--- src/design/cfwis_pkg.sv ---
package cfwis_pkg;

   localparam int ID_W     = 16;
   localparam int HANDLE_W = 16;
   localparam int OP_W     = 2;
   localparam int COUNT_W  = 5;

   typedef enum logic [OP_W-1:0] {
      OP_PUSH   = 2'd0,
      OP_POP    = 2'd1,
      OP_SEARCH = 2'd2,
      OP_NONE   = 2'd3
   } op_type;

   typedef enum logic {
      ST_IDLE,
      ST_SEARCH
   } state_type;

   // command broadcast to every cell of the chain
   typedef struct packed {
      logic shift;   // every cell takes its upper neighbor's entry
      logic push;    // the cell at the fill position loads the request data
   } cell_cmd_type;

endpackage

--- src/design/cfwis_ifs.sv ---
interface cfwis_req_if;
   logic                          valid;
   logic                          ready;
   logic [cfwis_pkg::OP_W-1:0]     op;
   logic [cfwis_pkg::ID_W-1:0]     entry_id;
   logic [cfwis_pkg::HANDLE_W-1:0] entry_handle;

   modport source (output valid, output op, output entry_id, output entry_handle,
                   input ready);
   modport sink   (input valid, input op, input entry_id, input entry_handle,
                   output ready);
endinterface

interface cfwis_rsp_if;
   logic                          valid;
   logic                          ready;
   logic                          ok;
   logic [cfwis_pkg::HANDLE_W-1:0] out_handle;
   logic [cfwis_pkg::ID_W-1:0]     out_id;
   logic [cfwis_pkg::COUNT_W-1:0]  count;
   logic                          is_empty;
   logic                          is_full;

   modport source (output valid, output ok, output out_handle, output out_id,
                   output count, output is_empty, output is_full, input ready);
   modport sink   (input valid, input ok, input out_handle, input out_id,
                   input count, input is_empty, input is_full, output ready);
endinterface

--- src/design/cfwis_cell.sv ---
module cfwis_cell #(
   parameter int CIDX = 0,
   parameter int CW   = 5
) (
   input  logic                           clock,
   input  cfwis_pkg::cell_cmd_type        cmd,
   input  logic [CW-1:0]                  fill,
   input  logic [cfwis_pkg::ID_W-1:0]     push_id,
   input  logic [cfwis_pkg::HANDLE_W-1:0] push_handle,
   input  logic [cfwis_pkg::ID_W-1:0]     nxt_id,
   input  logic [cfwis_pkg::HANDLE_W-1:0] nxt_handle,
   output logic [cfwis_pkg::ID_W-1:0]     id,
   output logic [cfwis_pkg::HANDLE_W-1:0] handle
);

   logic [cfwis_pkg::ID_W-1:0]     id_ff,     id_in;
   logic [cfwis_pkg::HANDLE_W-1:0] handle_ff, handle_in;
   logic                           load;

   assign load = cmd.push && (fill == CW'(CIDX));

   always_comb begin
      id_in     = id_ff;
      handle_in = handle_ff;
      if (cmd.shift) begin
         id_in     = nxt_id;
         handle_in = nxt_handle;
      end else if (load) begin
         id_in     = push_id;
         handle_in = push_handle;
      end
   end

   always_ff @(posedge clock) begin
      id_ff     <= id_in;
      handle_ff <= handle_in;
   end

   assign id     = id_ff;
   assign handle = handle_ff;

endmodule

--- src/design/cfwis_ctrl.sv ---
module cfwis_ctrl #(
   parameter int DEPTH = 16,
   parameter int CW    = 5
) (
   input  logic                           clock,
   input  logic                           reset,
   cfwis_req_if.sink                      req_if,
   cfwis_rsp_if.source                    rsp_if,
   input  logic [cfwis_pkg::ID_W-1:0]     head_id,
   input  logic [cfwis_pkg::HANDLE_W-1:0] head_handle,
   output cfwis_pkg::cell_cmd_type        cmd,
   output logic [CW-1:0]                  fill
);

   localparam int SW = $clog2(DEPTH);

   cfwis_pkg::state_type state_ff, state_in;

   logic [CW-1:0]                  fill_ff,   fill_in;
   logic [SW-1:0]                  step_ff,   step_in;
   logic [cfwis_pkg::ID_W-1:0]     key_ff,    key_in;
   logic                           found_ff,  found_in;
   logic [cfwis_pkg::ID_W-1:0]     hit_id_ff, hit_id_in;
   logic [cfwis_pkg::HANDLE_W-1:0] hit_hnd_ff, hit_hnd_in;

   logic                           rsp_valid_ff, rsp_valid_in;
   logic                           ok_ff,        ok_in;
   logic [cfwis_pkg::HANDLE_W-1:0] out_hnd_ff,   out_hnd_in;
   logic [cfwis_pkg::ID_W-1:0]     out_id_ff,    out_id_in;

   cfwis_pkg::op_type op;
   logic accept, is_push, is_pop, is_search, push_ok, pop_ok;
   logic last_step, hit;

   assign op        = cfwis_pkg::op_type'(req_if.op);
   assign accept    = req_if.valid && req_if.ready;
   assign is_push   = accept && (op == cfwis_pkg::OP_PUSH);
   assign is_pop    = accept && (op == cfwis_pkg::OP_POP);
   assign is_search = accept && (op == cfwis_pkg::OP_SEARCH);
   assign push_ok   = is_push && (fill_ff < CW'(DEPTH)) && (req_if.entry_handle != '0);
   assign pop_ok    = is_pop && (fill_ff != '0);
   assign last_step = (step_ff == SW'(DEPTH - 1));
   // the ring rotates once per cycle; cell 0 holds the entry 'step' places past the oldest
   assign hit       = (state_ff == cfwis_pkg::ST_SEARCH) && !found_ff &&
                      (CW'(step_ff) < fill_ff) && (head_id == key_ff);

   // next state
   always_comb begin
      state_in = state_ff;
      case (state_ff)
         cfwis_pkg::ST_IDLE: begin
            if (is_search) state_in = cfwis_pkg::ST_SEARCH;
         end
         cfwis_pkg::ST_SEARCH: begin
            if (last_step) state_in = cfwis_pkg::ST_IDLE;
         end
         default: state_in = cfwis_pkg::ST_IDLE;
      endcase
   end

   // outputs
   always_comb begin
      req_if.ready = 1'b0;
      cmd.shift    = 1'b0;
      cmd.push     = 1'b0;
      case (state_ff)
         cfwis_pkg::ST_IDLE: begin
            req_if.ready = !rsp_valid_ff || rsp_if.ready;
            cmd.shift    = pop_ok;
            cmd.push     = push_ok;
         end
         cfwis_pkg::ST_SEARCH: begin
            cmd.shift = 1'b1;
         end
         default: ;
      endcase
   end

   always_comb begin
      fill_in      = fill_ff;
      step_in      = step_ff;
      key_in       = key_ff;
      found_in     = found_ff;
      hit_id_in    = hit_id_ff;
      hit_hnd_in   = hit_hnd_ff;
      rsp_valid_in = rsp_valid_ff;
      ok_in        = ok_ff;
      out_hnd_in   = out_hnd_ff;
      out_id_in    = out_id_ff;

      if (rsp_valid_ff && rsp_if.ready) rsp_valid_in = 1'b0;

      if (push_ok) fill_in = fill_ff + CW'(1);
      if (pop_ok)  fill_in = fill_ff - CW'(1);

      if (is_search) begin
         step_in  = '0;
         key_in   = req_if.entry_id;
         found_in = 1'b0;
      end else if (accept) begin
         rsp_valid_in = 1'b1;
         ok_in        = push_ok || pop_ok;
         out_hnd_in   = pop_ok ? head_handle : '0;
         out_id_in    = pop_ok ? head_id : '0;
      end

      if (state_ff == cfwis_pkg::ST_SEARCH) begin
         step_in = step_ff + SW'(1);
         if (hit) begin
            found_in   = 1'b1;
            hit_id_in  = head_id;
            hit_hnd_in = head_handle;
         end
         if (last_step) begin
            rsp_valid_in = 1'b1;
            ok_in        = found_ff || hit;
            out_hnd_in   = hit ? head_handle : (found_ff ? hit_hnd_ff : '0);
            out_id_in    = hit ? head_id : (found_ff ? hit_id_ff : '0);
         end
      end
   end

   always_ff @(posedge clock) begin
      if (reset) begin
         state_ff     <= cfwis_pkg::ST_IDLE;
         fill_ff      <= '0;
         rsp_valid_ff <= 1'b0;
         found_ff     <= 1'b0;
         step_ff      <= '0;
      end else begin
         state_ff     <= state_in;
         fill_ff      <= fill_in;
         rsp_valid_ff <= rsp_valid_in;
         found_ff     <= found_in;
         step_ff      <= step_in;
      end
   end

   always_ff @(posedge clock) begin
      key_ff     <= key_in;
      hit_id_ff  <= hit_id_in;
      hit_hnd_ff <= hit_hnd_in;
      ok_ff      <= ok_in;
      out_hnd_ff <= out_hnd_in;
      out_id_ff  <= out_id_in;
   end

   assign fill              = fill_ff;
   assign rsp_if.valid      = rsp_valid_ff;
   assign rsp_if.ok         = ok_ff;
   assign rsp_if.out_handle = out_hnd_ff;
   assign rsp_if.out_id     = out_id_ff;
   assign rsp_if.count      = cfwis_pkg::COUNT_W'(fill_ff);
   assign rsp_if.is_empty   = (fill_ff == '0);
   assign rsp_if.is_full    = (fill_ff == CW'(DEPTH));

endmodule

--- src/design/circular_fifo_with_id_search_core.sv ---
// Push and pop: the result is registered and shows the cycle after the request is taken.
// Search: the ring of DEPTH cells rotates one place per cycle through the head compare,
//   so a search holds the block for a full turn and its result follows the last rotation.
// Throughput: one push or pop per cycle while results are taken; none during a search.
// Synchronous active-high reset empties the queue and drops any pending result;
// entry storage is not cleared.
module circular_fifo_with_id_search_core #(
   parameter int DEPTH = 16
) (
   input  logic        clock,
   input  logic        reset,
   cfwis_req_if.sink   req_if,
   cfwis_rsp_if.source rsp_if
);

   localparam int CW = $clog2(DEPTH + 1);

   cfwis_pkg::cell_cmd_type        cmd;
   logic [CW-1:0]                  fill;
   logic [cfwis_pkg::ID_W-1:0]     cell_id  [DEPTH];
   logic [cfwis_pkg::HANDLE_W-1:0] cell_hnd [DEPTH];

   cfwis_ctrl #(
      .DEPTH (DEPTH),
      .CW    (CW)
   ) u_ctrl (
      .clock       (clock),
      .reset       (reset),
      .req_if      (req_if),
      .rsp_if      (rsp_if),
      .head_id     (cell_id[0]),
      .head_handle (cell_hnd[0]),
      .cmd         (cmd),
      .fill        (fill)
   );

   // cell 0 is the oldest entry; each cell takes from the next one up, the top wraps to 0
   for (genvar i = 0; i < DEPTH; i++) begin : g_cell
      cfwis_cell #(
         .CIDX (i),
         .CW   (CW)
      ) u_cell (
         .clock       (clock),
         .cmd         (cmd),
         .fill        (fill),
         .push_id     (req_if.entry_id),
         .push_handle (req_if.entry_handle),
         .nxt_id      (cell_id[(i + 1) % DEPTH]),
         .nxt_handle  (cell_hnd[(i + 1) % DEPTH]),
         .id          (cell_id[i]),
         .handle      (cell_hnd[i])
      );
   end

endmodule

--- src/flat_wrapper.sv ---
// flat-port wrapper written by rule: the top's interface ports become plain ports
module circular_fifo_with_id_search_core_flat 
#(
   parameter int DEPTH = 16
)
  (clock, reset, req_if_valid, req_if_op, req_if_entry_id, req_if_entry_handle, req_if_ready, rsp_if_valid, rsp_if_ok, rsp_if_out_handle, rsp_if_out_id, rsp_if_count, rsp_if_is_empty, rsp_if_is_full, rsp_if_ready);
  cfwis_req_if req_if_i ();
  cfwis_rsp_if rsp_if_i ();
  input  logic clock;
  input  logic reset;
  input wire logic [$bits(req_if_i.valid)-1:0] req_if_valid;
  input wire logic [$bits(req_if_i.op)-1:0] req_if_op;
  input wire logic [$bits(req_if_i.entry_id)-1:0] req_if_entry_id;
  input wire logic [$bits(req_if_i.entry_handle)-1:0] req_if_entry_handle;
  output wire logic [$bits(req_if_i.ready)-1:0] req_if_ready;
  output wire logic [$bits(rsp_if_i.valid)-1:0] rsp_if_valid;
  output wire logic [$bits(rsp_if_i.ok)-1:0] rsp_if_ok;
  output wire logic [$bits(rsp_if_i.out_handle)-1:0] rsp_if_out_handle;
  output wire logic [$bits(rsp_if_i.out_id)-1:0] rsp_if_out_id;
  output wire logic [$bits(rsp_if_i.count)-1:0] rsp_if_count;
  output wire logic [$bits(rsp_if_i.is_empty)-1:0] rsp_if_is_empty;
  output wire logic [$bits(rsp_if_i.is_full)-1:0] rsp_if_is_full;
  input wire logic [$bits(rsp_if_i.ready)-1:0] rsp_if_ready;
  assign req_if_i.valid = req_if_valid;
  assign req_if_i.op = req_if_op;
  assign req_if_i.entry_id = req_if_entry_id;
  assign req_if_i.entry_handle = req_if_entry_handle;
  assign req_if_ready = req_if_i.ready;
  assign rsp_if_valid = rsp_if_i.valid;
  assign rsp_if_ok = rsp_if_i.ok;
  assign rsp_if_out_handle = rsp_if_i.out_handle;
  assign rsp_if_out_id = rsp_if_i.out_id;
  assign rsp_if_count = rsp_if_i.count;
  assign rsp_if_is_empty = rsp_if_i.is_empty;
  assign rsp_if_is_full = rsp_if_i.is_full;
  assign rsp_if_i.ready = rsp_if_ready;
  circular_fifo_with_id_search_core #(.DEPTH(DEPTH)) u_core (.clock(clock), .reset(reset), .req_if(req_if_i), .rsp_if(rsp_if_i));
endmodule
--- config.mk ---
export PLATFORM = sky130hd
export DESIGN_NAME = circular_fifo_with_id_search_core_flat
export DESIGN_NICKNAME = d
export VERILOG_FILES = /design/src/design/cfwis_pkg.sv /design/src/design/cfwis_ifs.sv /design/src/design/cfwis_cell.sv /design/src/design/cfwis_ctrl.sv /design/src/design/circular_fifo_with_id_search_core.sv /design/src/flat_wrapper.sv
export SDC_FILE = /design/constraint.sdc
export NUM_CORES = 1
export LEC_CHECK = 0
export ABC_AREA = 0
export BUFFER_PORTS_ARGS = -buffer_cell sky130_fd_sc_hd__clkbuf_2
export CAP_MARGIN = 40
export CORE_MARGIN = 2
export CORE_UTILIZATION = 60
export DETAILED_ROUTE_END_ITERATION = 16
export PLACE_DENSITY = 0.77
export SYNTH_ARGS = -nofsm -noshare
export SYNTH_HDL_FRONTEND = slang
export SYNTH_SLANG_ARGS = --single-unit
export TNS_END_PERCENT = 30
--- constraint.sdc ---
create_clock -name clock -period 8.3 [get_ports clock]
set_input_delay 0.415 -clock clock [delete_from_list [all_inputs] [get_ports clock]]
set_output_delay 0.415 -clock clock [all_outputs]
set_load 0.02 [all_outputs]
# Yosys cells after proc, flatten, opt, wreduce, memory -nomap -nowiden
# Cells that the tools add are included.
# classes
muxes	100
eq_ne	20
bitwise	1
addsub	3
n_reduce_logical	55
n_lt_le_gt_ge	2
# ops
op	count
$mux W16	78
$eq A5 B4 Y1 const B	8
$reduce_bool A2 Y1	18
$logic_and A1 B1 Y1	27
$eq A5 B3 Y1 const B	4
$eq A16 B16 Y1	1
$mux W1	16
$reduce_bool A16 Y1	1
$eq A5 B2 Y1 const B	2
$mux W5	2
$mux W4	2
$add A5 B1 Y5 const B	1
$eq A5 B1 Y1 const B	1
$eq A5 B5 Y1 const B	1
$logic_not A5 Y1	1
$lt A4 B5 Y1	1
$lt A5 B5 Y1 const B	1
$reduce_bool A5 Y1	1
$sub A5 B1 Y5 const B	1
$add A4 B1 Y4 const B	1
$eq A4 B4 Y1 const B	1
$pmux W1 S2	2
$logic_or A1 B1 Y1	3
$eq A2 B1 Y1 const B	1
other kinds (5)	6
# word_totals
ff_bits	605
wordCells	224
input_bits	38
out_inout_bits	42

# Depth between registers and ports, before layout
# Gate-level depths: netlist of run 1.
# logic_depth
ltp_word	12
depth_mapped	10
mapped_depth_nobuf	7

# Hierarchy
# Synthesis of run 1 repeated with hierarchy kept, for this count alone.
# unflattened
cells_unflattened	1465
area_unflattened_um2	28323.4
# by_module_without_submodules
mod	cells_each	area_each_um2	seq_area_each_um2	instances
cfwis_cell (u_core.g_cell[10].u_cell ...)	71	1524.0	960.9	6
cfwis_cell (u_core.g_cell[1].u_cell ...)	71	1522.7	960.9	4
cfwis_cell (u_core.g_cell[11].u_cell ...)	70	1520.2	960.9	3
cfwis_ctrl	333	3967.6	2342.2	1
cfwis_cell (u_core.g_cell[12].u_cell)	71	1521.5	960.9	1
cfwis_cell (u_core.g_cell[0].u_cell)	71	1520.2	960.9	1
cfwis_cell (u_core.g_cell[3].u_cell)	70	1519.0	960.9	1

# Least setup slack after synthesis of run 1
# Ideal clock, no wire load.
# synth_path
kind	reg2reg
start	register u_core.u_ctrl.rsp_valid_ff (netlist: u_core.u_ctrl.rsp_if.valid)
end	register u_core.g_cell[13].u_cell.handle_ff (netlist bit u_core.g_cell[13].u_cell.handle[0]) (enable)
t_arrival_ns	3.865
path_buffers	1
stages_incl_launch_ff	7
slack_ns	3.969
path_cell_list	dfxtp_1 nor2b_1 nor3_1 and3_1 clkbuf_1 nand3_1 o21ai_0
# synth_via
elab_chain_len	10
word_cells_on_any_way	13
# synth_lines
item	line	source
start: declaration	cfwis_ctrl.sv:26	logic rsp_valid_ff, rsp_valid_in;
start signal: assignment	cfwis_ctrl.sv:133	rsp_valid_ff <= rsp_valid_in;
$logic_not A1 Y1 *	cfwis_ctrl.sv:68	req_if.ready = !rsp_valid_ff || rsp_if.ready;
$logic_or A1 B1 Y1 *	cfwis_ctrl.sv:68	
$mux W1 *	cfwis_ctrl.sv:66	case (state_ff)
$logic_and A1 B1 Y1 *	cfwis_ctrl.sv:36	assign accept = req_if.valid && req_if.ready;
$logic_and A1 B1 Y1	cfwis_ctrl.sv:37	assign is_push = accept && (op == cfwis_pkg::OP_PUSH);
$logic_and A1 B1 Y1 (2 in series)	cfwis_ctrl.sv:40	assign push_ok = is_push && (fill_ff < CW'(DEPTH)) && (req_if.entry_handle != '0);
$mux W1	cfwis_ctrl.sv:66	
$logic_and A1 B1 Y1	cfwis_cell.sv:20	assign load = cmd.push && (fill == CW'(CIDX));
$reduce_bool A2 Y1 (no line) *	--	
end signal: assignment	cfwis_cell.sv:36	handle_ff <= handle_in;
end: declaration	cfwis_cell.sv:17	logic [cfwis_pkg::HANDLE_W-1:0] handle_ff, handle_in;
# Every way passes the cells marked *; elsewhere a longest branch is shown, timed or not.
# A chain may end at the register's enable or synchronous reset.

# Worst setup path after layout of run 1
# layout_path
start	register u_core.u_ctrl.fill_ff[1] (netlist: u_core.u_ctrl.fill[1])
end	register u_core.g_cell[15].u_cell.handle_ff (netlist bit u_core.g_cell[15].u_cell.handle[3]) (enable)
# layout_via
elab_chain_len	6
word_cells_on_any_way	10
# layout_lines
item	line	source
start: declaration	cfwis_ctrl.sv:19	logic [CW-1:0] fill_ff, fill_in;
start signal: assignment	cfwis_ctrl.sv:132	fill_ff <= fill_in;
$lt A5 B5 Y1	cfwis_ctrl.sv:40	
$logic_and A1 B1 Y1 (2 in series)	cfwis_ctrl.sv:40	
$mux W1	cfwis_ctrl.sv:66	
$logic_and A1 B1 Y1	cfwis_cell.sv:20	
$reduce_bool A2 Y1 (no line) *	--	
end signal: assignment	cfwis_cell.sv:36	
end: declaration	cfwis_cell.sv:17	
# Marks and branches as above.

==> results of run 1 <==
cells by family (layout without fill, tap and decap cells):
| group | Yosys count | after routing |
|---|---|---|
| AND/OR/NAND/NOR | 1181 | 1181 |
| AO/OA/AOI/OAI | 100 | 100 |
| adder cells (fa/ha/maj) | 10 | 10 |
| flip-flops | 605 | 605 |
| XOR/XNOR | 16 | 16 |
| multiplexers | 3 | 3 |
| buffers and inverters | 129 | 233 |
cells in the mapped netlist, types with 2 or more instances:
library cell / instances / area, um^2
nor2b_1: 5 / 31.3
nand4b_1: 2 / 17.5
a222oi_1: 21 / 210
nor4_1: 5 / 31.3
o21ai_0: 35 / 175
a221oi_1: 11 / 96.3
nand3_1: 12 / 60.1
dfxtp_1: 45 / 901
and2_1: 2 / 12.5
nand4_1: 19 / 119
inv_1: 10 / 37.5
a21oi_1: 9 / 45.0
nor2_1: 13 / 48.8
edfxtp_1: 560 / 16800
ha_1: 10 / 125
a32oi_1: 2 / 17.5
or3_1: 5 / 31.3
nand2_1: 1092 / 4100
nand2b_1: 2 / 12.5
nand2_4: 10 / 113
buf_6: 11 / 124
buf_2: 62 / 310
xnor2_1: 16 / 140
a31oi_1: 12 / 75.1
and3_1: 6 / 37.5
o31ai_1: 4 / 30.0
buf_1: 4 / 15.0
clkbuf_1: 39 / 146
mux2_2: 2 / 22.5
nor3_1: 5 / 25.0
layout make-up:
cell class,instances,share of cell area (%)
Inverter,11,0.153
Sequential cell,605,65.5
Tap cell,525,2.43
Multi-Input combinational cell,1310,21.8
Clock inverter,28,0.736
Clock buffer,80,5.94
Timing Repair Buffer,114,3.43
registers in the layout (all words and copies together) (netlist names):
register and count:
u_core.g_cell.u_cell.handle 256, u_core.g_cell.u_cell.id 256, u_core.u_ctrl.fill 5, u_core.u_ctrl.found_ff 1
u_core.u_ctrl.hit_hnd_ff 16, u_core.u_ctrl.hit_id_ff 16, u_core.u_ctrl.key_ff 16, u_core.u_ctrl.rsp_if.ok 1
u_core.u_ctrl.rsp_if.out_handle 16, u_core.u_ctrl.rsp_if.out_id 16, u_core.u_ctrl.rsp_if.valid 1, u_core.u_ctrl.state_ff 1
u_core.u_ctrl.step_ff 4
worst min-delay path by stage:
stage | depth (start not counted) | to | from | slack, ns
2_1_floorplan | 2 | u_core.u_ctrl.rsp_if.out_handle[10] | u_core.u_ctrl.hit_hnd_ff[10] | 0.46
3_3_place_gp | 2 | u_core.u_ctrl.rsp_if.out_id[4] | u_core.u_ctrl.hit_id_ff[4] | 0.46
3_5_place_dp | 2 | u_core.u_ctrl.rsp_if.out_handle[1] | u_core.u_ctrl.hit_hnd_ff[1] | 0.48
4_1_cts | 1 | u_core.u_ctrl.key_ff[13] | req_if_entry_id[13] | 0.002
5_1_grt | 1 | u_core.u_ctrl.key_ff[13] | req_if_entry_id[13] | 0.02
6_report | 1 | u_core.u_ctrl.key_ff[13] | req_if_entry_id[13] | 0.04
through the flow:
stage / hold slack (ns) / instance area (um^2) / setup slack, ns
floorplan: 0.463 / 24000 / 3.97
CTS: 0.00150 / 27000 / 4.60
global route: 0.0172 / 27000 / 4.44
finish: 0.0385 / 27000 / 4.55
global placement: 0.465 / 24900 / 4.24
detailed placement: 0.482 / 25200 / 4.64
critical path, cell delays in order (launching register included):
cell     delay [ns]
dfxtp_1        0.38
inv_1          0.20
ha_1           0.23
or4b_4         0.53
and2_4         0.20
a21oi_4        0.53
buf_4          0.61
nand2_2        0.47
buf_16         0.31
cell usage in the layout (no fill, tap or decap), types with 10 or more instances in the layout:
master and instances:
a221oi_1 11, a222oi_1 21, a31oi_1 12, buf_16 10, buf_4 18, clkbuf_1 16, clkbuf_16 59, clkbuf_2 79
clkinv_2 13, dfxtp_1 45, edfxtp_1 560, ha_1 10, inv_1 10, nand2_1 1091, nand2_4 10, nand3_1 12
nand4_1 19, nor2_1 11, o21ai_0 23, o21ai_4 13, xnor2_1 16
power breakdown:
part,switching [W],leakage (nW),internal [W]
registers,0.0000746,5.51,0.00358
logic,0.000436,3.78,0.000154
clock network,0.00111,0.881,0.00141
total,0.00162,10.2,0.00515
layer usage:
metal  routed length, um  track usage (%)  up-vias  part of all wire, %
li1                    -                -     7071                    -
met1               22400             38.1     7815                   40
met2               26400             43.1      732                   47
met3                4690             4.70      130                  8.4
met4                2420             11.2        0                  4.3
met5                   0                0        -                    0
==> out/results.txt, run 1 <==
Setup crit start kind - flip-flop
Mapped Area - 24000 um^2
RR Endpoint - u_core.g_cell[15].u_cell.handle[3]
Reg clk slew, reported paths - 0.06 ns
EDFF count, synth - 560
RSZ-0062 raised after global routing - false
Die Wd - 204 um
DR WL/cell - 20.9 um
n_diodes - 0
Seq/Total Area, Yosys - 73.7%
Post-CTS Resized - 0
VDD IR max - 0.193 mV
hold buffers post-CTS - 1
H-tree depth - 2
gr ovfl total - 0
Synth Area in Compound Gates - 2.90%
share of layout cells above drive strength 1 - 10.9%
max cap viols - 0
DRC Markers - 0
fin nets - 2147
mux contribution to synthesized area - 0.135%
Min-Delay Path Class - input pin to flip-flop
Die Ht - 204 um
Iteration-0 DRC Markers - 1961
Synth Warn # - 0
Unique masters post-synth - 43
placed cell count - 2564
total power - 0.00677 W
combined flip-flop and latch cell area - 17700 um^2
IO Count - 80
initial antenna violation count - 0
via count - 15700
Synth Area in Adders - 0.520%
clk root buf - clkbuf_16
pin count of the biggest net entering global routing - 254
post-layout util - 68.2%
HPWL reported at the end of detailed placement - 33.8 mm
clk sink count - 605
top_reg_cell synth - edfxtp_1
Syn-to-layout area delta - 12.4%
post-route clock period utilization - 45.2%
Synth Register Bits - 605
Post-CTS Setup Bufs - 0
DR pass1 iterations - 8
Mapped Nets - 2092
DIE AREA - 41700 um^2
vias per cell - 5.89
Post-Syn Instances - 2044
maximum fanout along the worst path - 31
relative slew slack - 31.1%
CP endpoint - u_core.g_cell[15].u_cell.handle[3]
Slew Limit Fails - 0
syn avg cell area - 11.8 um^2
worst slew pin tran - 1.03 ns
post-route ant nets - 0
skew final - 0.0176 ns
post-synthesis xor/xnor area fraction - 0.583%
initial core utilization - 60.7%
run status - finished clean
core area - 39600 um^2
largest family of logic cells by synthesized area - simple AND/OR/NAND/NOR gates
clock buffer depth - 3
setup TNS - 0 ns
final WL - 55.9 mm
fmax - 0.266 GHz
reg2reg start - u_core.u_ctrl.fill[1]
final setup fails - 0
Leak - 10.2 nW
total CTS buffers - 57
GRT Overall Usage - 27.3%
Post-Layout Cell Count - 2673
Rows - 73
CP endpoint kind - flip-flop
I/O Buffers - 79
area of the multi-input gates - 5890 um^2
worst reg-to-reg setup slack - 4.55 ns
Setup CP Type - flip-flop to flip-flop
Worst Reg-to-Reg Cells - 8
crit path time final - 3.75 ns
Critical Path AT - 4.12 ns
Critical Path RT - 8.66 ns
asr flop ratio synth - 0%
Cell Pwr Density - 250 nW/um^2
endpoints failing hold - 0
Synth Area in Simple Gates - 19.4%
crit path from - u_core.u_ctrl.fill[1]
number of global-route vias before repair - 15300
CTS tree - done
Clk Latency, worst-skew pair - 0.61 ns
Filler cells - 2730
routability cong. - 0.890
first-pass GRT wire length - 86.3 mm
(Power assumes the default switching activity.)
==> inputs of run 2 (changes only) <==
ABC_AREA = 1   (was 0)
clock period = 3.9 ns   (was 8.3 ns; I/O delays follow)
==> out/results.txt, run 2 <==
Max stage delay cell, worst path - dfxtp_1
share of layout cells above drive strength 1 - 10.9% (-0.025 points)
P_sw - 0.00352 W (+120%)
Syn-to-layout area delta - 11.9%
setup TNS - 0 ns (unchanged)
Post-Layout Cell Count - 2976 (+11%)
most common cell after layout, fill and taps aside - nand2_1
Mapped Nets - 2405 (+15%)
via count - 18100 (+15%)
Hold Path Stages - 3 (+2)
core area - 42000 um^2 (+6.1%)
skew final - 0.0192 ns (+0.00157 ns)
Synth Warn # - 0 (unchanged)
Clk Latency, worst-skew pair - 0.62 ns (about the same)
M1 GR Usage - 40.6% (+2.5 points)
Synth Area in Adders - 0.488% (-0.032 points)
VDD IR max - 0.351 mV (+82%)
endpoints failing hold - 0 (unchanged)
CP endpoint kind - flip-flop
largest cells by area after synthesis - edfxtp_1 66%, nand2_1 11%, o21ai_0 10%, dfxtp_1 3.5%, clkbuf_1 1.7%
run status - finished clean
Place WS - 0.804 ns (-3.83 ns)
Seq/Total Area, Yosys - 69.1% (-4.5 points)
DR pass1 iterations - 9 (+1)
mux contribution to synthesized area - 0% (-0.14 points)
Critical Path AT - 3.38 ns (-0.74 ns)
clk root buf - clkbuf_16
Die Wd - 211 um (+3.2%)
RSZ-0062 raised after global routing - false
worst slew pin tran - 1.01 ns (-0.0190 ns)
GRT busiest layer - met1
post-route clock period utilization - 80.4% (+35 points)
n_diodes - 0 (unchanged)
Iteration-0 DRC Markers - 2766 (+41%)
EDFF count, synth - 560 (unchanged)
most numerous cell in the Yosys netlist - nand2_1
fmax - 0.319 GHz (+20%)
Worst Reg-to-Reg Cells - 11 (+3)
Post-CTS Setup Bufs - 0 (unchanged)
final setup fails - 0 (unchanged)
DR WL/cell - 20.1 um (-3.8%)
post-synthesis xor/xnor area fraction - 0.205% (-0.38 points)
most frequent cells in the layout - 731 x nand2_1, 560 x edfxtp_1, 524 x o21ai_0
max cap viols - 0 (unchanged)
final WL - 59.8 mm (+7.1%)
worst reg-to-reg setup slack - 0.76 ns (-3.78 ns)
Seq pwr share - 53.6% (-0.4 points)
Hold EP - u_core.g_cell[2].u_cell.handle[12]
final worst slack - 0.764 ns (-3.78 ns)
initial core utilization - 61.0% (+0.30 points)
reg2reg start - u_core.u_ctrl.fill[0]
initial antenna violation count - 0 (unchanged)
Setup CP Type - flip-flop to flip-flop
I/O Buffers - 79 (unchanged)
Leak - 11.1 nW (+8.9%)
first-pass GRT wire length - 93.2 mm (+8.1%)
area share of the largest cell type after synthesis - 65.6% (-4.3 points)
hold buffers post-CTS - 20 (+19)
Reg clk slew, reported paths - 0.06 ns (about the same)
CTS tree - done
total CTS buffers - 58 (+1.8%)
largest family of logic cells by synthesized area - simple AND/OR/NAND/NOR gates
Post-CTS Resized - 0 (unchanged)
gr ovfl total - 0 (unchanged)
clock buffer depth - 3 (unchanged)
H-tree depth - 2 (unchanged)
relative slew slack - 32.4% (+1.3 points)
Cell Pwr Density - 503 nW/um^2 (+100%)
clock share of power - 37.1% (-0.2 points)
Slew Limit Fails - 0 (unchanged)
total power - 0.0144 W (+110%)
fin nets - 2436 (+13%)
Die Ht - 211 um (+3.2%)
grt met2 use - 40.3% (-2.8 points)
GRT Overall Usage - 26.9% (-0.40 points)
RR Endpoint - u_core.g_cell[12].u_cell.handle[6]
post-route ant nets - 0 (unchanged)
cell taking the most area after synthesis - edfxtp_1
IO Count - 80 (unchanged)
pin count of the biggest net entering global routing - 257 (+1.2%)
Int Power - 0.0109 W (+110%)
Synth Area in Compound Gates - 11.5% (+8.6 points)
routability cong. - 0.949 (+6.7%)
CP most frequent cell - buf_4
top_reg_cell synth - edfxtp_1
Critical Path RT - 4.14 ns (-4.52 ns)
Post-Syn Instances - 2357 (+15%)
Min-Delay Path Class - input pin to flip-flop
number of global-route vias before repair - 16400 (+7.0%)
HPWL reported at the end of detailed placement - 36.2 mm (+7.2%)
maximum fanout along the worst path - 63 (+100%)
crit-path cells - inv_1 -> ha_1 -> nand2_2 -> nor2_4 -> inv_2 -> nand3_2 -> inv_8 -> nor2_8 -> buf_4 -> o31ai_4 -> buf_4
crit path time final - 3.14 ns (-0.618 ns)
clk sink count - 605 (unchanged)
Comb pwr share - 9.3% (+0.6 points)
commonest cells in the netlist - 731 x nand2_1, 560 x edfxtp_1, 534 x o21ai_0, 117 x clkbuf_1, 80 x inv_1
Setup crit start kind - flip-flop
syn avg cell area - 10.9 um^2 (-7.6%)
Sw Ratio - 24.4% (+0.40 points)
Synth Area in Simple Gates - 14.5% (-4.9 points)
DRC Markers - 0 (unchanged)
DIE AREA - 44400 um^2 (+6.4%)
Synth Register Bits - 605 (unchanged)
CP bufs+invs - 5 (+2)
HP Start - req_if_entry_handle[12]
asr flop ratio synth - 0% (unchanged)
Rows - 75 (+2.7%)
GRT met3 Usage - 4.16% (-0.54 points)
vias per cell - 6.07 (+3.1%)
placed cell count - 2847 (+11%)
Unique masters post-synth - 32 (-26%)
critical path's top delay family - buffers and inverters
Mapped Area - 25600 um^2 (+6.6%)
Max stage delay on crit path - 0.48 ns (-0.13 ns)
-- run 2: cell count changes in the layout (fill, tap and decap cells not counted), sizes merged, moves of 11 or more --
cell / before / now
buf: 34 / 46
nand4: 19 / 34
o21ai: 36 / 554
a222oi: 21 / 0
nand2: 1102 / 760
nand3: 12 / 48
xnor2: 16 / 1
nor2: 13 / 51
a221oi: 11 / 0
a31oi: 12 / 1
inv: 11 / 89
dlygate4sd3: 1 / 20
-- run 2: metrics by stage --
stage / hold WS, ns / cell area (um^2) / utilization (%)
after global routing: 0.0685 / 28700 / 68.2
after floorplan: 0.294 / 25600 / -
after global placement: 0.432 / 26400 / 62.8
final: 0.0782 / 28700 / 68.2
after CTS: 0.0353 / 28700 / 68.2
after detailed placement: 0.436 / 26700 / 63.5
-- run 2: cells by family after synthesis --
kind of cell             count (synthesis)
buffers and inverters                  261
AO/OA/AOI/OAI                          580
flip-flops                             605
XOR/XNOR                                 6
adder cells (fa/ha/maj)                 10
AND/OR/NAND/NOR                        895
-- run 2: worst register-to-register path, cell delays in order, from the launching register on --
cell     delay, ns
dfxtp_1       0.48
inv_1         0.17
ha_1          0.27
nand2_2       0.23
nor2_4        0.07
inv_2         0.09
nand3_2       0.14
inv_8         0.28
nor2_8        0.19
buf_4         0.27
o31ai_4       0.06
buf_4         0.46
-- run 2: worst max-delay path by stage --
stage | start | to | slack [ns] | cells past startpoint
after global placement | u_core.u_ctrl.state_ff | u_core.g_cell[7].u_cell.handle[7] | 0.78 | 7
after CTS | u_core.u_ctrl.fill[0] | u_core.g_cell[12].u_cell.handle[6] | 0.81 | 11
final | u_core.u_ctrl.fill[0] | u_core.g_cell[12].u_cell.handle[6] | 0.76 | 11
after global routing | u_core.u_ctrl.fill[0] | u_core.g_cell[12].u_cell.handle[14] | 0.55 | 10
after detailed placement | u_core.u_ctrl.fill[0] | u_core.g_cell[12].u_cell.handle[6] | 0.80 | 11
after floorplan | u_core.u_ctrl.rsp_if.valid | u_core.g_cell[12].u_cell.handle[0] | -0.14 | 6
-- run 2: power groups by stage --
stage,logic [W],clock network (W),registers [W]
2_1_floorplan,0.000804,0,0.00788
3_3_place_gp,0.00119,0,0.00786
3_5_place_dp,0.00129,0,0.00786
4_1_cts,0.00132,0.00540,0.00773
5_1_grt,0.00147,0.00564,0.00776
6_report,0.00134,0.00536,0.00774
-- run 2: cell type report --
| cell class | count | area [um^2] |
|---|---|---|
| well taps | 539 | 674 |
| inverters | 87 | 334 |
| clock inverters | 37 | 268 |
| repair buffers | 145 | 1170 |
| flip-flops and latches | 605 | 17700 |
| multi-input cells | 1491 | 7020 |
| fillers | 2827 | 13400 |
| clock buffers | 72 | 1500 |
-- run 2: routing by layer --
metal  wire [um]  share of wire [%]
met3        5700                9.5
met2       26900                 45
met5           0                  0
met1       25600                 43
met4        1660                2.8
